File: config.mk
export PLATFORM = sky130hd
export DESIGN_NAME = ready_queue_dispatch_selector
export DESIGN_NICKNAME = d
export VERILOG_FILES = /design/src/hw/rtl/rqds_pkg.sv /design/src/hw/rtl/rqds_cell.sv /design/src/hw/rtl/rqds_res_buf.sv /design/src/hw/rtl/ready_queue_dispatch_selector.sv
export SDC_FILE = /design/constraint.sdc
export NUM_CORES = 1
export LEC_CHECK = 0
export ABC_AREA = 1
export BUFFER_PORTS_ARGS = -buffer_cell sky130_fd_sc_hd__buf_4
export CAP_MARGIN = 0
export CORE_MARGIN = 2
export CORE_UTILIZATION = 55
export DETAILED_ROUTE_END_ITERATION = 8
export GPL_TIMING_DRIVEN = 1
export PLACE_DENSITY = 0.81
export SLEW_MARGIN = 20
export SYNTH_ARGS = -nofsm -noshare
export SYNTH_HDL_FRONTEND = slang
export SYNTH_SLANG_ARGS = --single-unit
File: constraint.sdc
create_clock -name clk -period 4.2 [get_ports clk]
set_input_delay 0.21 -clock clk [delete_from_list [all_inputs] [get_ports clk]]
set_output_delay 0.21 -clock clk [all_outputs]
set_load 0.01 [all_outputs]
File: src/hw/rtl/rqds_pkg.sv
// Package for the ready queue dispatch selector.
// Holds the transaction structs, register and mode codes, and cell bundles.
// No dependencies.
package rqds_pkg;

  localparam int NUM_TASKS  = 4;
  localparam int ID_W       = 2;
  localparam int DEADLINE_W = 32;
  localparam int PERIOD_W   = 16;
  localparam int KEY_W      = 32;
  localparam int QCOUNT_W   = 3;
  localparam int CFG_IDX_W  = 3;
  localparam int CFG_DATA_W = 16;
  localparam int MODE_W     = 2;

  localparam logic OP_ENQUEUE  = 1'b0;
  localparam logic OP_DISPATCH = 1'b1;

  localparam logic [MODE_W-1:0] MODE_FIFO = 2'd0;
  localparam logic [MODE_W-1:0] MODE_EDF  = 2'd1;
  localparam logic [MODE_W-1:0] MODE_RM   = 2'd2;

  localparam logic [CFG_IDX_W-1:0] REG_MODE    = 3'd0;
  localparam logic [CFG_IDX_W-1:0] REG_PERIOD0 = 3'd1;
  localparam logic [CFG_IDX_W-1:0] REG_PERIOD1 = 3'd2;
  localparam logic [CFG_IDX_W-1:0] REG_PERIOD2 = 3'd3;
  localparam logic [CFG_IDX_W-1:0] REG_PERIOD3 = 3'd4;

  typedef logic [NUM_TASKS-1:0][PERIOD_W-1:0] period_arr_t;

  localparam period_arr_t PERIOD_RESET = {16'd6000, 16'd4000, 16'd2000, 16'd1000};

  typedef struct packed {
    logic                  operation;
    logic [ID_W-1:0]       task_id;
    logic [DEADLINE_W-1:0] task_deadline;
    logic                  cpu_busy;
  } req_t;

  typedef struct packed {
    logic                dispatched;
    logic [ID_W-1:0]     dispatched_task;
    logic [QCOUNT_W-1:0] queue_count;
    logic                overflow;
  } res_t;

  typedef struct packed {
    logic [ID_W-1:0]       id;
    logic [DEADLINE_W-1:0] deadline;
  } entry_t;

  typedef struct packed {
    logic             valid;
    logic             found;
    logic [KEY_W-1:0] key;
    logic [ID_W-1:0]  id;
  } scan_t;

  typedef struct packed {
    logic        cmp_en;
    logic        edf_sel;
    period_arr_t periods;
  } sel_cfg_t;

  typedef enum logic {
    ST_IDLE,
    ST_SCAN
  } state_t;

endpackage

File: src/hw/rtl/rqds_cell.sv
// One queue slot: holds a task id and deadline, shifts left on removal,
// and passes the best-so-far comparison token to its right neighbour.
// Depends on rqds_pkg.
module rqds_cell #(
  parameter int POS_W = 2,
  parameter int IDX   = 0
) (
  input  logic                clk,
  input  logic                rst,
  input  logic                wr_en,
  input  rqds_pkg::entry_t    wr_entry,
  input  logic                shift_en,
  input  logic [POS_W-1:0]    shift_sel,
  input  rqds_pkg::entry_t    right_entry,
  input  logic                occupied,
  input  rqds_pkg::sel_cfg_t  cfg,
  input  rqds_pkg::scan_t     scan_in,
  input  logic [POS_W-1:0]    scan_in_pos,
  output rqds_pkg::scan_t     scan_out,
  output logic [POS_W-1:0]    scan_out_pos,
  output rqds_pkg::entry_t    entry
);

  localparam logic [POS_W-1:0] MY_POS = POS_W'(IDX);

  logic [rqds_pkg::KEY_W-1:0] key;
  logic                       take;

  assign key  = cfg.edf_sel ? entry.deadline
                            : rqds_pkg::KEY_W'(cfg.periods[entry.id]);
  assign take = scan_in.valid && occupied &&
                (!scan_in.found || (cfg.cmp_en && (key < scan_in.key)));

  always_ff @(posedge clk) begin
    if (rst) begin
      scan_out.valid <= 1'b0;
      scan_out.found <= 1'b0;
    end else begin
      scan_out.valid <= scan_in.valid;
      scan_out.found <= scan_in.found || take;
    end
    if (take) begin
      scan_out.key <= key;
      scan_out.id  <= entry.id;
      scan_out_pos <= MY_POS;
    end else begin
      scan_out.key <= scan_in.key;
      scan_out.id  <= scan_in.id;
      scan_out_pos <= scan_in_pos;
    end
  end

  always_ff @(posedge clk) begin
    if (wr_en) begin
      entry <= wr_entry;
    end else if (shift_en && (MY_POS >= shift_sel)) begin
      entry <= right_entry;
    end
  end

endmodule

File: src/hw/rtl/rqds_res_buf.sv
// Two-slot result buffer: output register plus skid slot, so an item can be
// taken while an earlier result waits on a stalled receiver.
// Depends on rqds_pkg.
module rqds_res_buf (
  input  logic           clk,
  input  logic           rst,
  input  logic           push,
  input  rqds_pkg::res_t push_item,
  output logic           skid_full,
  output logic           res_valid,
  input  logic           res_stall,
  output rqds_pkg::res_t res
);

  rqds_pkg::res_t skid;
  logic           pop;
  logic           head_free;

  assign pop       = res_valid && !res_stall;
  assign head_free = !res_valid || pop;

  always_ff @(posedge clk) begin
    if (rst) begin
      res_valid <= 1'b0;
      skid_full <= 1'b0;
    end else if (head_free) begin
      if (skid_full) begin
        res_valid <= 1'b1;
        skid_full <= push;
      end else begin
        res_valid <= push;
      end
    end else if (push) begin
      skid_full <= 1'b1;
    end
  end

  always_ff @(posedge clk) begin
    if (head_free) begin
      if (skid_full) begin
        res <= skid;
        if (push) begin
          skid <= push_item;
        end
      end else if (push) begin
        res <= push_item;
      end
    end else if (push) begin
      skid <= push_item;
    end
  end

endmodule

File: src/hw/rtl/ready_queue_dispatch_selector.sv
// Ready queue dispatch selector: top level with control sequencer, config
// registers, row of queue cells and result buffer.
// Depends on rqds_pkg, rqds_cell and rqds_res_buf.
//
//  channel | signals                       | transfer when
//  --------+-------------------------------+-----------------------------
//  req     | req_valid, req_stall, req     | req_valid && !req_stall
//  res     | res_valid, res_stall, res     | res_valid && !res_stall
//  cfg     | cfg_we, cfg_index, cfg_data   | cfg_we
//
// Enqueues and dispatches that release nothing complete without a scan.
// A releasing dispatch runs a scan: the comparison token walks the cell
// row one cell per cycle, then the row shifts left.
// Synchronous reset empties the queue and loads the default periods.
// A stalled result is held in a skid slot; req stalls only while a scan runs
// or the skid slot is occupied.
module ready_queue_dispatch_selector #(
  parameter int QUEUE_DEPTH = 4
) (
  input  logic                               clk,
  input  logic                               rst,
  input  logic                               req_valid,
  output logic                               req_stall,
  input  rqds_pkg::req_t                     req,
  output logic                               res_valid,
  input  logic                               res_stall,
  output rqds_pkg::res_t                     res,
  input  logic                               cfg_we,
  input  logic [rqds_pkg::CFG_IDX_W-1:0]     cfg_index,
  input  logic [rqds_pkg::CFG_DATA_W-1:0]    cfg_data
);

  localparam int POS_W = (QUEUE_DEPTH > 1) ? $clog2(QUEUE_DEPTH) : 1;
  localparam int CNT_W = $clog2(QUEUE_DEPTH + 1);

  rqds_pkg::state_t      state;
  rqds_pkg::state_t      state_next;
  logic [CNT_W-1:0]      count;
  logic [CNT_W-1:0]      count_next;
  logic [rqds_pkg::MODE_W-1:0] mode;
  rqds_pkg::period_arr_t periods;
  rqds_pkg::sel_cfg_t    sel_cfg;

  logic                  req_accept;
  logic                  full;
  logic                  disp_go;
  logic                  wr_go;
  logic                  start;
  logic                  shift_en;
  logic                  push;
  rqds_pkg::res_t        push_item;
  logic                  skid_full;
  rqds_pkg::entry_t      wr_entry;

  rqds_pkg::scan_t       scan_chain [QUEUE_DEPTH+1];
  logic [POS_W-1:0]      pos_chain  [QUEUE_DEPTH+1];
  rqds_pkg::entry_t      entries    [QUEUE_DEPTH];
  logic [QUEUE_DEPTH-1:0] scan_valid_vec;
  rqds_pkg::scan_t       scan_last;
  logic [POS_W-1:0]      sel_pos;

  assign req_stall  = (state != rqds_pkg::ST_IDLE) || skid_full;
  assign req_accept = req_valid && !req_stall;
  assign full       = (count == CNT_W'(QUEUE_DEPTH));
  assign disp_go    = (req.operation == rqds_pkg::OP_DISPATCH) &&
                      (count != '0) && !req.cpu_busy;

  assign wr_entry.id       = req.task_id;
  assign wr_entry.deadline = req.task_deadline;

  assign sel_cfg.cmp_en  = (mode == rqds_pkg::MODE_EDF) || (mode == rqds_pkg::MODE_RM);
  assign sel_cfg.edf_sel = (mode == rqds_pkg::MODE_EDF);
  assign sel_cfg.periods = periods;

  // Configuration registers
  always_ff @(posedge clk) begin
    if (rst) begin
      mode    <= rqds_pkg::MODE_FIFO;
      periods <= rqds_pkg::PERIOD_RESET;
    end else if (cfg_we) begin
      unique case (cfg_index)
        rqds_pkg::REG_MODE:    mode       <= cfg_data[rqds_pkg::MODE_W-1:0];
        rqds_pkg::REG_PERIOD0: periods[0] <= cfg_data;
        rqds_pkg::REG_PERIOD1: periods[1] <= cfg_data;
        rqds_pkg::REG_PERIOD2: periods[2] <= cfg_data;
        rqds_pkg::REG_PERIOD3: periods[3] <= cfg_data;
        default: ;
      endcase
    end
  end

  // Seed the token at the head of the row
  assign scan_chain[0].valid = start;
  assign scan_chain[0].found = 1'b0;
  assign scan_chain[0].key   = '0;
  assign scan_chain[0].id    = '0;
  assign pos_chain[0]        = '0;

  genvar i;
  generate
    for (i = 0; i < QUEUE_DEPTH; i++) begin : g_cell
      rqds_pkg::entry_t right;
      logic             occ;
      logic             wr_here;

      if (i == QUEUE_DEPTH - 1) begin : g_tail
        assign right = entries[i];
      end else begin : g_body
        assign right = entries[i+1];
      end

      assign occ     = (count > CNT_W'(i));
      assign wr_here = wr_go && (count == CNT_W'(i));
      assign scan_valid_vec[i] = scan_chain[i+1].valid;

      rqds_cell #(
        .POS_W (POS_W),
        .IDX   (i)
      ) u_cell (
        .clk          (clk),
        .rst          (rst),
        .wr_en        (wr_here),
        .wr_entry     (wr_entry),
        .shift_en     (shift_en),
        .shift_sel    (sel_pos),
        .right_entry  (right),
        .occupied     (occ),
        .cfg          (sel_cfg),
        .scan_in      (scan_chain[i]),
        .scan_in_pos  (pos_chain[i]),
        .scan_out     (scan_chain[i+1]),
        .scan_out_pos (pos_chain[i+1]),
        .entry        (entries[i])
      );
    end
  endgenerate

  assign scan_last = scan_chain[QUEUE_DEPTH];
  assign sel_pos   = pos_chain[QUEUE_DEPTH];

  always_ff @(posedge clk) begin
    if (rst) begin
      state <= rqds_pkg::ST_IDLE;
      count <= '0;
    end else begin
      state <= state_next;
      count <= count_next;
    end
  end

  always_comb begin
    state_next = state;
    unique case (state)
      rqds_pkg::ST_IDLE: begin
        if (req_accept && disp_go) begin
          state_next = rqds_pkg::ST_SCAN;
        end
      end
      rqds_pkg::ST_SCAN: begin
        if (scan_last.valid) begin
          state_next = rqds_pkg::ST_IDLE;
        end
      end
      default: state_next = rqds_pkg::ST_IDLE;
    endcase
  end

  always_comb begin
    wr_go      = 1'b0;
    start      = 1'b0;
    shift_en   = 1'b0;
    push       = 1'b0;
    push_item  = '0;
    count_next = count;
    unique case (state)
      rqds_pkg::ST_IDLE: begin
        if (req_accept) begin
          if (req.operation == rqds_pkg::OP_ENQUEUE) begin
            push = 1'b1;
            if (full) begin
              push_item.overflow = 1'b1;
            end else begin
              wr_go      = 1'b1;
              count_next = count + CNT_W'(1);
            end
            push_item.queue_count = rqds_pkg::QCOUNT_W'(count_next);
          end else if (disp_go) begin
            start = 1'b1;
          end else begin
            push                  = 1'b1;
            push_item.queue_count = rqds_pkg::QCOUNT_W'(count);
          end
        end
      end
      rqds_pkg::ST_SCAN: begin
        if (scan_last.valid) begin
          shift_en                  = 1'b1;
          push                      = 1'b1;
          count_next                = count - CNT_W'(1);
          push_item.dispatched      = 1'b1;
          push_item.dispatched_task = scan_last.id;
          push_item.queue_count     = rqds_pkg::QCOUNT_W'(count_next);
        end
      end
      default: ;
    endcase
  end

  rqds_res_buf u_res_buf (
    .clk       (clk),
    .rst       (rst),
    .push      (push),
    .push_item (push_item),
    .skid_full (skid_full),
    .res_valid (res_valid),
    .res_stall (res_stall),
    .res       (res)
  );

  a_count_bound: assert property (@(posedge clk) disable iff (rst)
    count <= CNT_W'(QUEUE_DEPTH))
    else $error("queue count beyond depth");

  a_one_token: assert property (@(posedge clk) disable iff (rst)
    $onehot0(scan_valid_vec))
    else $error("more than one comparison token in the cell row");

  a_token_in_scan: assert property (@(posedge clk) disable iff (rst)
    scan_last.valid |-> (state == rqds_pkg::ST_SCAN))
    else $error("token left the row outside a scan");

  a_release_decrements: assert property (@(posedge clk) disable iff (rst)
    (push && push_item.dispatched) |=> (count == $past(count) - CNT_W'(1)))
    else $error("release did not drop the count");

  a_enqueue_increments: assert property (@(posedge clk) disable iff (rst)
    (req_accept && (req.operation == rqds_pkg::OP_ENQUEUE) && !full)
      |=> (count == $past(count) + CNT_W'(1)))
    else $error("enqueue did not raise the count");

endmodule
==> flow_summary.ini, run 1 <==
[worst_setup_path]
setup.worst_path.start_class = flip-flop
timing_worst_setup_path_type = reg -> reg
worst-path-max-fanout = 35
crit_path_end_kind = flip-flop
cp.required_ns = 4.61
timing.critical_path.arrival_ns = 4.13

[floorplanning]
std_cell_rows = 64
placeableCoreArea_sq_mm = 0.0307
width_of_the_chip_um = 181
design.portCount = 69
initial_utilization = 0.561
floorplan_die_area_sq_mm = 0.0327
dieHeight_um = 181

[global_route]
grt_residual_overflow = 0
initial_antenna_violation_count = 0
grt_pass1_wl_um = 79000
maximum_number_of_pins_on_one_net_before_global_route_repair = 71
number_of_global_route_vias_before_repair = 14736
grt_util_all_layers = 0.302

[placement]
port-buffer-count = 68
dp_worst_setup_slack_ns = 0.547
gp_congestion = 0.917
hpwl_um = 33500

[flow_run]
cap_viol_max_count = 0

[sta]
timing.final.ws_setup_ns = 0.476
report.final.hold_viol_count = 0
max_clk_rate_ghz = 0.269
layout_min_cycle_time_ns = 3.72
setup_repair_after_global_routing_missed_its_margin = no
worst_slew_pin_slew_ns = 1.13
maxSlewHeadroom = 0.247
clock_skew_ns = 0.0131
setup_viol_count_final = 0
final_max_slew_viol_count = 0
final_critical_path_share_of_the_clock_period = 0.887
setup_tns_ns = 0

[logic_synthesis]
netlist_instances = 2155
synth_top_area_cell = sky130_fd_sc_hd__edfxtp_1
syn_area_per_cell_sq_um = 7.98
synth_seq_cells = 338
synth_cell_type_count = 34
yosys-top-cells-area = sky130_fd_sc_hd__edfxtp_1 (26%), sky130_fd_sc_hd__dfxtp_1 (22%), sky130_fd_sc_hd__nand2_1 (11%)
ys.warnings.count = 0
synth_fp_nets = 2315
synth_top_area_frac = 0.262
ys_seq_area_frac = 0.481
synth_ff_type = sky130_fd_sc_hd__dfxtp_1
netlist_area_sq_mm = 0.0172
synth_edf_count = 150
share_of_synthesized_flip_flops_with_an_asynchronous_set_or_reset = 0

[layout]
layout-drive-gt1-share = 0.0775
layout.nets = 2388
layout-area-overhead-vs-synth_pct = 15.3
antenna_cells = 0
seq_area_sq_mm = 0.00827
n_fill_cell = 2446
most-common-layout-cells = sky130_fd_sc_hd__nand2_1 (479), sky130_fd_sc_hd__inv_1 (283), sky130_fd_sc_hd__o21ai_0 (271), sky130_fd_sc_hd__dfxtp_1 (188), sky130_fd_sc_hd__a21oi_1 (165)
combined_area_of_the_multi_input_logic_cells_sq_mm = 0.00737
most_frequent_standard_cell_in_the_layout_excluding_fill_and_tap_cells = sky130_fd_sc_hd__nand2_1

[detailed_routing]
route.detailed.drc = 0
dr_total_vias = 15413
post_drt_wl_per_cell_um = 18.8
wl_um = 49900
avgViaCountPerCell = 5.81
postRouteAntennaNets = 0
detail_route.first_pass.iterations = 6
drtIter0Drc = 1895

[cts]
cts_setup_buffers = 0
h_tree_lvls = 2
cts_root_buf = sky130_fd_sc_hd__clkbuf_16
cts.reportedPaths.clkPinSlew_ns = 0.06
largest_buffer_count_on_any_clock_path = 3
clock_sink_count = 338
worst_skew_pair.late_latency_ns = 0.52
cts_tree = yes
num_cts_buffers = 37

[power]
power_density_mw_per_mm2 = 390
ir_worst_vdd_mv = 0.331
leakage_uw = 0.00869

[run_status]
outcome = complete, no violations

[worst_hold_path]
holdCritPathClass = in -> reg
[critical path, cell delays in order (launching register included)]
cell and delay [ns]:
sky130_fd_sc_hd__edfxtp_1 0.74, sky130_fd_sc_hd__o211ai_1 0.18, sky130_fd_sc_hd__a31oi_1 0.49, sky130_fd_sc_hd__ha_1 0.35, sky130_fd_sc_hd__a21oi_1 0.15, sky130_fd_sc_hd__nor2_1 0.06, sky130_fd_sc_hd__a211oi_1 0.31, sky130_fd_sc_hd__o221a_2 0.26
sky130_fd_sc_hd__nand2_1 0.05, sky130_fd_sc_hd__nand2_1 0.06, sky130_fd_sc_hd__nand2_1 0.08, sky130_fd_sc_hd__nand2_4 0.26, sky130_fd_sc_hd__nand2_4 0.33, sky130_fd_sc_hd__nand2_1 0.20, sky130_fd_sc_hd__nand2_1 0.07
[path summary, 6_finish.rpt]
path | slack [ns] | cells past startpoint | to | start
max | 0.48 | 14 | g_cell[2].u_cell.scan_out[7] | g_cell[2].u_cell.entry[33]
min | 0.07 | 5 | u_res_buf.res_valid | res_stall
max reg2reg | 0.48 | 14 | g_cell[2].u_cell.scan_out[7] | g_cell[2].u_cell.entry[33]
min reg2reg | 0.41 | 2 | g_cell[2].u_cell.scan_out_pos[0] | g_cell[1].u_cell.scan_out_pos[0]
[stage by stage]
step	power, uW	instances	hold WS, ns	utilization	cell area (sq um)
finish	7740	2653	0.0689	0.647	19800
CTS	7750	2653	0.0467	0.647	19800
detailed placement	4250	2533	0.399	0.587	18000
floorplan	4010	2155	0.309	-	17200
global placement	4230	2533	0.397	0.587	18000
global route	7990	2653	0.116	0.647	19800
[Yosys cell counts, types with 5 or more instances]
| library cell | number |
|---|---|
| sky130_fd_sc_hd__a21oi_1 | 165 |
| sky130_fd_sc_hd__nor2_1 | 138 |
| sky130_fd_sc_hd__clkbuf_1 | 89 |
| sky130_fd_sc_hd__nand4_1 | 10 |
| sky130_fd_sc_hd__buf_1 | 6 |
| sky130_fd_sc_hd__dfxtp_1 | 188 |
| sky130_fd_sc_hd__a211oi_1 | 5 |
| sky130_fd_sc_hd__a31oi_1 | 65 |
| sky130_fd_sc_hd__ha_1 | 100 |
| sky130_fd_sc_hd__o21ai_0 | 272 |
| sky130_fd_sc_hd__o211ai_1 | 35 |
| sky130_fd_sc_hd__edfxtp_1 | 150 |
| sky130_fd_sc_hd__buf_4 | 5 |
| sky130_fd_sc_hd__buf_6 | 6 |
| sky130_fd_sc_hd__inv_1 | 283 |
| sky130_fd_sc_hd__nor4_1 | 6 |
| sky130_fd_sc_hd__nand2_1 | 482 |
| sky130_fd_sc_hd__buf_2 | 12 |
| sky130_fd_sc_hd__nand3_1 | 105 |
[area by class of cell]
class / instances / area share
Timing Repair Buffer: 152 / 0.0647
Tap cell: 396 / 0.0250
Multi-Input combinational cell: 1409 / 0.372
Clock inverter: 14 / 0.0102
Sequential cell: 338 / 0.417
Clock buffer: 54 / 0.0563
Inverter: 290 / 0.0550
[power by group]
part	switching, uW	total (uW)	leakage (uW)	internal, uW
Clock	1330	3500	0.000635	2160
Sequential	53.3	3570	0.00289	3520
Combinational	422	665	0.00517	243
[cells by family (layout without fill, tap and decap cells)]
family                   after synthesis  in the layout  synth area share
AND/OR/NAND/NOR                      750            750             0.176
AO/OA/AOI/OAI                        558            558             0.176
buffers and inverters                408            510            0.0937
flip-flops                           338            338             0.481
adder cells (fa/ha/maj)              100            100            0.0728
XOR/XNOR                               1              1          0.000509
[state kept, by name, indices dropped and copies added (netlist names), 2 cells and up]
signal and count:
u_res_buf.res 7, count 3, mode 2, g_cell.u_cell.scan_out_pos 5
g_cell.u_cell.entry 136, g_cell.u_cell.scan_out 111, periods 64, u_res_buf.skid 7
[metal layers]
metal	share of wire	wire, um	global-route usage	vias up
met5	0	0	0	-
met4	0.035	1760	0.115	0
met3	0.086	4310	0.0482	132
met2	0.47	23500	0.500	748
met1	0.41	20300	0.398	7182
li1	-	-	-	7351
[repair_timing]
action                    4_1_cts  5_1_grt
gates resized for setup         0        0
hold endpoints to repair       89        0
hold buffers                   52        0
No activity file was read; power rests on OpenSTA's default activity.
==> run 2, diff against run 1 <==
Settings changed: ABC_CLOCK_PERIOD_IN_PS from default to 4200, CAP_MARGIN 0 to default, CORE_UTILIZATION 55 to 45, PLACE_DENSITY 0.81 to 0.7.
==> run 2 against run 1 <==
- via count is 3.0% lower
- utilization down 12 points
- critical path depth grew 3
- register-to-register slack got worse by 0.14 ns
- sequential share of layout area down 0.17 points
- sequential cell count did not move
- routed wire length shrank 1.8%
- worst setup slack worse by 0.14 ns
- power down 2.2%
- clock-buffer cell count grew 10
- critical path type unchanged
==> flow_summary.ini, run 2 (same netlist as run 1, synthesis figures left out) <==
[worst_hold_path]
holdCritPathClass = in -> reg
worst_hold_path.endpoint = mode[1]
worstHoldPathCells = 6
min-delay-start = cfg_index[0]

[cts]
cts.reportedPaths.clkPinSlew_ns = 0.06
largest_buffer_count_on_any_clock_path = 3
worst_skew_pair.late_latency_ns = 0.57
cts_tree = yes
num_cts_buffers = 39
h_tree_lvls = 2
clock_sink_count = 338
postCtsResizedCells = 0
cts_root_buf = sky130_fd_sc_hd__clkbuf_16

[placement]
hpwl_um = 34000
gp_congestion = 0.928
dp_worst_setup_slack_ns = 0.390
port-buffer-count = 68

[worst_setup_path]
crit_path_start = mode[1]
reg2reg_from = mode[1]
timing.rr.end = g_cell[2].u_cell.scan_out[5]
crit_path_end_kind = flip-flop
cp.required_ns = 4.64
timing_worst_setup_path_type = reg -> reg
crit_path_top_delay_cell = sky130_fd_sc_hd__clkinv_2
setup.worst_path.start_class = flip-flop
worstPathCellList = inv_1 -> ha_2 -> clkinv_2 -> buf_12 -> a31oi_1 -> ha_1 -> a21oi_1 -> nor2_1 -> a211oi_1 -> o221a_2 -> nand2_1 -> nand2_1 -> nand2_1 -> nand2_4 -> nand2_4 -> nand2_1 -> nand2_1
crit_path_largest_cell_delay_ns = 0.45
path_common_cell = sky130_fd_sc_hd__nand2_1
worst-path-max-fanout = 40
ff2ff_path_depth = 17
timing.critical_path.arrival_ns = 4.30
worst_setup_slack_for_register_to_register_paths_ns = 0.34

[power]
total_power_uw = 7560
leakage_uw = 0.00867
ir_worst_vdd_mv = 0.271
power_density_mw_per_mm2 = 380

[floorplanning]
floorplan_die_area_sq_mm = 0.0398
design.portCount = 69
std_cell_rows = 71
width_of_the_chip_um = 199
initial_utilization = 0.456
placeableCoreArea_sq_mm = 0.0377
dieHeight_um = 199

[sta]
clock_skew_ns = 0.0166
setup_tns_ns = 0
max_clk_rate_ghz = 0.259
timing.final.ws_setup_ns = 0.341
final_max_slew_viol_count = 0
maxSlewHeadroom = 0.259
whs_ns = 0.0883
report.final.hold_viol_count = 0
final_critical_path_share_of_the_clock_period = 0.919
setup_viol_count_final = 0
worst_slew_pin_slew_ns = 1.11
layout_min_cycle_time_ns = 3.86
setup_repair_after_global_routing_missed_its_margin = no

[layout]
layout.nets = 2389
largest_register_ffs = 136
most-common-layout-cells = sky130_fd_sc_hd__nand2_1 (479), sky130_fd_sc_hd__inv_1 (283), sky130_fd_sc_hd__o21ai_0 (271), sky130_fd_sc_hd__dfxtp_1 (188), sky130_fd_sc_hd__a21oi_1 (165)
antenna_cells = 0
layout-area-overhead-vs-synth_pct = 15.8
registers.top_by_ff_count = g_cell.u_cell.entry
layout-drive-gt1-share = 0.0766
most_frequent_standard_cell_in_the_layout_excluding_fill_and_tap_cells = sky130_fd_sc_hd__nand2_1
largest_registers = g_cell.u_cell.entry (136), g_cell.u_cell.scan_out (111), periods (64)

[flow_run]
cap_viol_max_count = 0

[detailed_routing]
avgViaCountPerCell = 5.40
dr_total_vias = 14948
route.detailed.drc = 0
post_drt_wl_per_cell_um = 17.7
detail_route.first_pass.iterations = 6
drtIter0Drc = 1484
wl_um = 49000
postRouteAntennaNets = 0

[global_route]
initial_antenna_violation_count = 0
grt_util_all_layers = 0.253
number_of_global_route_vias_before_repair = 14134
maximum_number_of_pins_on_one_net_before_global_route_repair = 69
grt_pass1_wl_um = 77700
grt_residual_overflow = 0

[run_status]
outcome = complete, no violations
==> run 2: changes by cell type in the layout (fill, tap and decap cells not counted), sizes merged <==
| cell | before | now |
|---|---|---|
| bufinv | 5 | 1 |
| clkinvlp | 3 | 0 |
| clkinv | 10 | 7 |
| clkbuf | 54 | 64 |
| inv | 286 | 288 |
| buf | 100 | 99 |
==> run 2: per-stage QoR <==
| step | area [sq um] | std cells | util |
|---|---|---|---|
| 2_1_floorplan | 17200 | 2155 | - |
| 3_3_place_gp | 18100 | 2647 | 0.482 |
| 3_5_place_dp | 18100 | 2647 | 0.482 |
| 4_1_cts | 19900 | 2769 | 0.529 |
| 5_1_grt | 19900 | 2769 | 0.529 |
| 6_report | 19900 | 2769 | 0.529 |
==> run 2: worst max-delay path, delay by kind of cell (launching register included) <==
family                   cells  cell delay, ns
AND/OR/NAND/NOR              8            1.04
AO/OA/AOI/OAI                4            1.00
buffers and inverters        3            0.89
adder cells (fa/ha/maj)      2            0.50
flip-flops                   1            0.30
==> run 2: area by class of cell <==
type / instances / area (sq um)
Tap cell: 511 / 639
Timing Repair Buffer: 151 / 1290
Fill cell: 3525 / 17800
Multi-Input combinational cell: 1409 / 7370
Clock buffer: 64 / 1190
Inverter: 290 / 1090
Clock inverter: 6 / 66.3
Sequential cell: 338 / 8270
==> run 2: report_power, final <==
part	internal, uW	switching, uW	leakage (uW)
Sequential	3520	48.8	0.00289
Combinational	244	411	0.00517
Clock	1990	1350	0.000613
Total	5760	1810	0.00867
==> run 2: how the worst max path moves through the flow <==
stage / endpoint / cells after the start / slack (ns)
global placement: g_cell[1].u_cell.scan_out[0] / 18 / 0.43
finish: g_cell[2].u_cell.scan_out[5] / 17 / 0.34
floorplan: g_cell[0].u_cell.entry[0] / 2 / 0.63
CTS: g_cell[2].u_cell.scan_out[5] / 17 / 0.37
global route: g_cell[2].u_cell.scan_out[25] / 17 / 0.0003
detailed placement: g_cell[2].u_cell.scan_out[5] / 17 / 0.39
==> run 2: repair_timing <==
action                                 in CTS  in global routing
endpoints found under the hold margin     108                  0
hold buffers                               52                  0
buffers inserted                            0                  0
==> run 2: layer usage <==
metal,wire length (um),global-route usage,up-vias
li1,-,-,7339
met1,21700,0.334,6986
met2,22400,0.416,522
met3,3110,0.0419,101
met4,1730,0.0963,0
met5,0,0,-
==> run 3, diff against run 2 <==
Settings changed: GPL_TIMING_DRIVEN 1 to default, REMOVE_ABC_BUFFERS from default to 1.
==> run 3 against run 2 <==
- routed wire length increased by 1.4%
- clock power decreased by 3%
- sequential power about the same
- clock-buffer cell count decreased by 9
- cell count increased by 0.18%
- combinational power increased by 2%
- worst hold slack improved by 0.043 ns
- via count increased by 1.7%
- critical path depth decreased by 3
- non-clock buffer count increased by 5
- critical endpoint is now g_cell[2].u_cell.scan_out[29]
- largest power group unchanged
==> flow_summary.ini, run 3 (same netlist as run 1, synthesis figures left out) <==
[global_route]
number_of_global_route_vias_before_repair = 14586
grt_pass1_wl_um = 78100
grt_residual_overflow = 0
initial_antenna_violation_count = 0
grt_util_all_layers = 0.253
maximum_number_of_pins_on_one_net_before_global_route_repair = 71

[detailed_routing]
drtIter0Drc = 1558
detail_route.first_pass.iterations = 6
dr_total_vias = 15206
post_drt_wl_per_cell_um = 17.9
avgViaCountPerCell = 5.48
route.detailed.drc = 0
wl_um = 49700
postRouteAntennaNets = 0

[layout]
most_frequent_standard_cell_in_the_layout_excluding_fill_and_tap_cells = sky130_fd_sc_hd__nand2_1
most-common-layout-cells = sky130_fd_sc_hd__nand2_1 (479), sky130_fd_sc_hd__inv_1 (283), sky130_fd_sc_hd__o21ai_0 (271), sky130_fd_sc_hd__dfxtp_1 (188), sky130_fd_sc_hd__a21oi_1 (165)
combined_area_of_the_multi_input_logic_cells_sq_mm = 0.00737
layout.nets = 2393
seq_area_sq_mm = 0.00827
layout-area-overhead-vs-synth_pct = 15.8
final-instance-count-excl-fill = 2774
antenna_cells = 0
largest_registers = g_cell.u_cell.entry (136), g_cell.u_cell.scan_out (111), periods (64)
n_fill_cell = 3576
registers.top_by_ff_count = g_cell.u_cell.entry
largest_register_ffs = 136
layout-drive-gt1-share = 0.0764

[cts]
num_cts_buffers = 38
postCtsResizedCells = 0
worst_skew_pair.late_latency_ns = 0.55
cts.reportedPaths.clkPinSlew_ns = 0.06
h_tree_lvls = 2
hold_buffers = 52
cts_setup_buffers = 0
largest_buffer_count_on_any_clock_path = 3
cts_tree = yes
cts_root_buf = sky130_fd_sc_hd__clkbuf_16
clock_sink_count = 338

[worst_setup_path]
crit_path_largest_cell_delay_ns = 0.82
path_common_cell = sky130_fd_sc_hd__nand2_1
timing.critical_path.arrival_ns = 4.11
crit_path_end_kind = flip-flop
reg2reg_from = g_cell[2].u_cell.entry[33]
crit_path_top_delay_cell = sky130_fd_sc_hd__edfxtp_1
worstPathCellList = o211ai_1 -> a31oi_1 -> ha_1 -> a21oi_1 -> nor2_1 -> a211oi_1 -> o221a_2 -> nand2_1 -> nand2_1 -> nand2_1 -> nand2_4 -> nand2_4 -> nand2_1 -> nand2_1
timing_worst_setup_path_type = reg -> reg
setup.worst_path.start_class = flip-flop
crit_path_start = g_cell[2].u_cell.entry[33]
cp.required_ns = 4.62
worst-path-max-fanout = 35

[run_status]
outcome = complete, no violations

[placement]
port-buffer-count = 68
hpwl_um = 32100
post-place-cells = 2652
dp_worst_setup_slack_ns = 0.645
gp_congestion = 0.944

[power]
ir_worst_vdd_mv = 0.237
total_power_uw = 7480
leakage_uw = 0.00865
power_density_mw_per_mm2 = 376

[sta]
worst_slew_pin_slew_ns = 1.04
setup_viol_count_final = 0
maxSlewHeadroom = 0.309
setup_tns_ns = 0
final_critical_path_share_of_the_clock_period = 0.879
clock_skew_ns = 0.0250
layout_min_cycle_time_ns = 3.69
timing.final.ws_setup_ns = 0.507
report.final.hold_viol_count = 0
final_max_slew_viol_count = 0
setup_repair_after_global_routing_missed_its_margin = no
max_clk_rate_ghz = 0.271

[floorplanning]
std_cell_rows = 71
design.portCount = 69
dieHeight_um = 199
floorplan_die_area_sq_mm = 0.0398
width_of_the_chip_um = 199
initial_utilization = 0.456
placeableCoreArea_sq_mm = 0.0377

[worst_hold_path]
min-delay-start = req[35]
holdCritPathClass = in -> reg

[flow_run]
cap_viol_max_count = 0
## run 3: cell types whose count changed in the layout (fill, tap and decap cells not counted), moves of 3 or more
cell,change
sky130_fd_sc_hd__clkbuf_1,-3
sky130_fd_sc_hd__clkinvlp_4,+4
sky130_fd_sc_hd__inv_6,-3
sky130_fd_sc_hd__clkinv_1,+8
sky130_fd_sc_hd__buf_4,+4
sky130_fd_sc_hd__clkbuf_8,-5
## run 3: worst paths after layout
path / end / slack (ns) / cells after the start
hold / removal: u_res_buf.skid[0] / 0.13 / 4
setup reg to reg: g_cell[2].u_cell.scan_out[29] / 0.51 / 14
hold reg to reg: g_cell[3].u_cell.scan_out_pos[1] / 0.41 / 2
setup / recovery: g_cell[2].u_cell.scan_out[29] / 0.51 / 14
## run 3: metrics by stage
stage	area, sq um	hold slack [ns]	util
after floorplan	16700	0.279	-
after global placement	18200	0.396	0.483
after CTS	19900	0.110	0.529
after global routing	19900	0.152	0.529
after detailed placement	18200	0.399	0.483
final	19900	0.131	0.529
## run 3: final cells by class
cell class              count  share of cell area
multi-input cells        1409               0.370
clock inverters            15             0.00503
repair buffers            156              0.0673
well taps                 511              0.0321
clock buffers              55              0.0552
inverters                 290              0.0547
flip-flops and latches    338               0.415
## run 3: critical path, delay by kind of cell, from the launching register on
| kind | cells | cell delay (ns) |
|---|---|---|
| AOI/OAI and AO/OA | 5 | 1.24 |
| and+or+nand+nor | 8 | 1.19 |
| DFF | 1 | 0.82 |
| adders and majority gates | 1 | 0.31 |
## run 3: where the power goes
| part | internal [uW] | switching, uW |
|---|---|---|
| sequential | 3520 | 44.4 |
| combinational | 246 | 418 |
| clock | 1880 | 1370 |
| total | 5650 | 1830 |
## run 3: routing by layer
| layer | up-vias | track usage | routed length (um) |
|---|---|---|---|
| li1 | 7350 | - | - |
| met1 | 7061 | 0.348 | 21800 |
| met2 | 689 | 0.403 | 22100 |
| met3 | 106 | 0.0412 | 4240 |
| met4 | 0 | 0.0949 | 1460 |
| met5 | - | 0 | 0 |
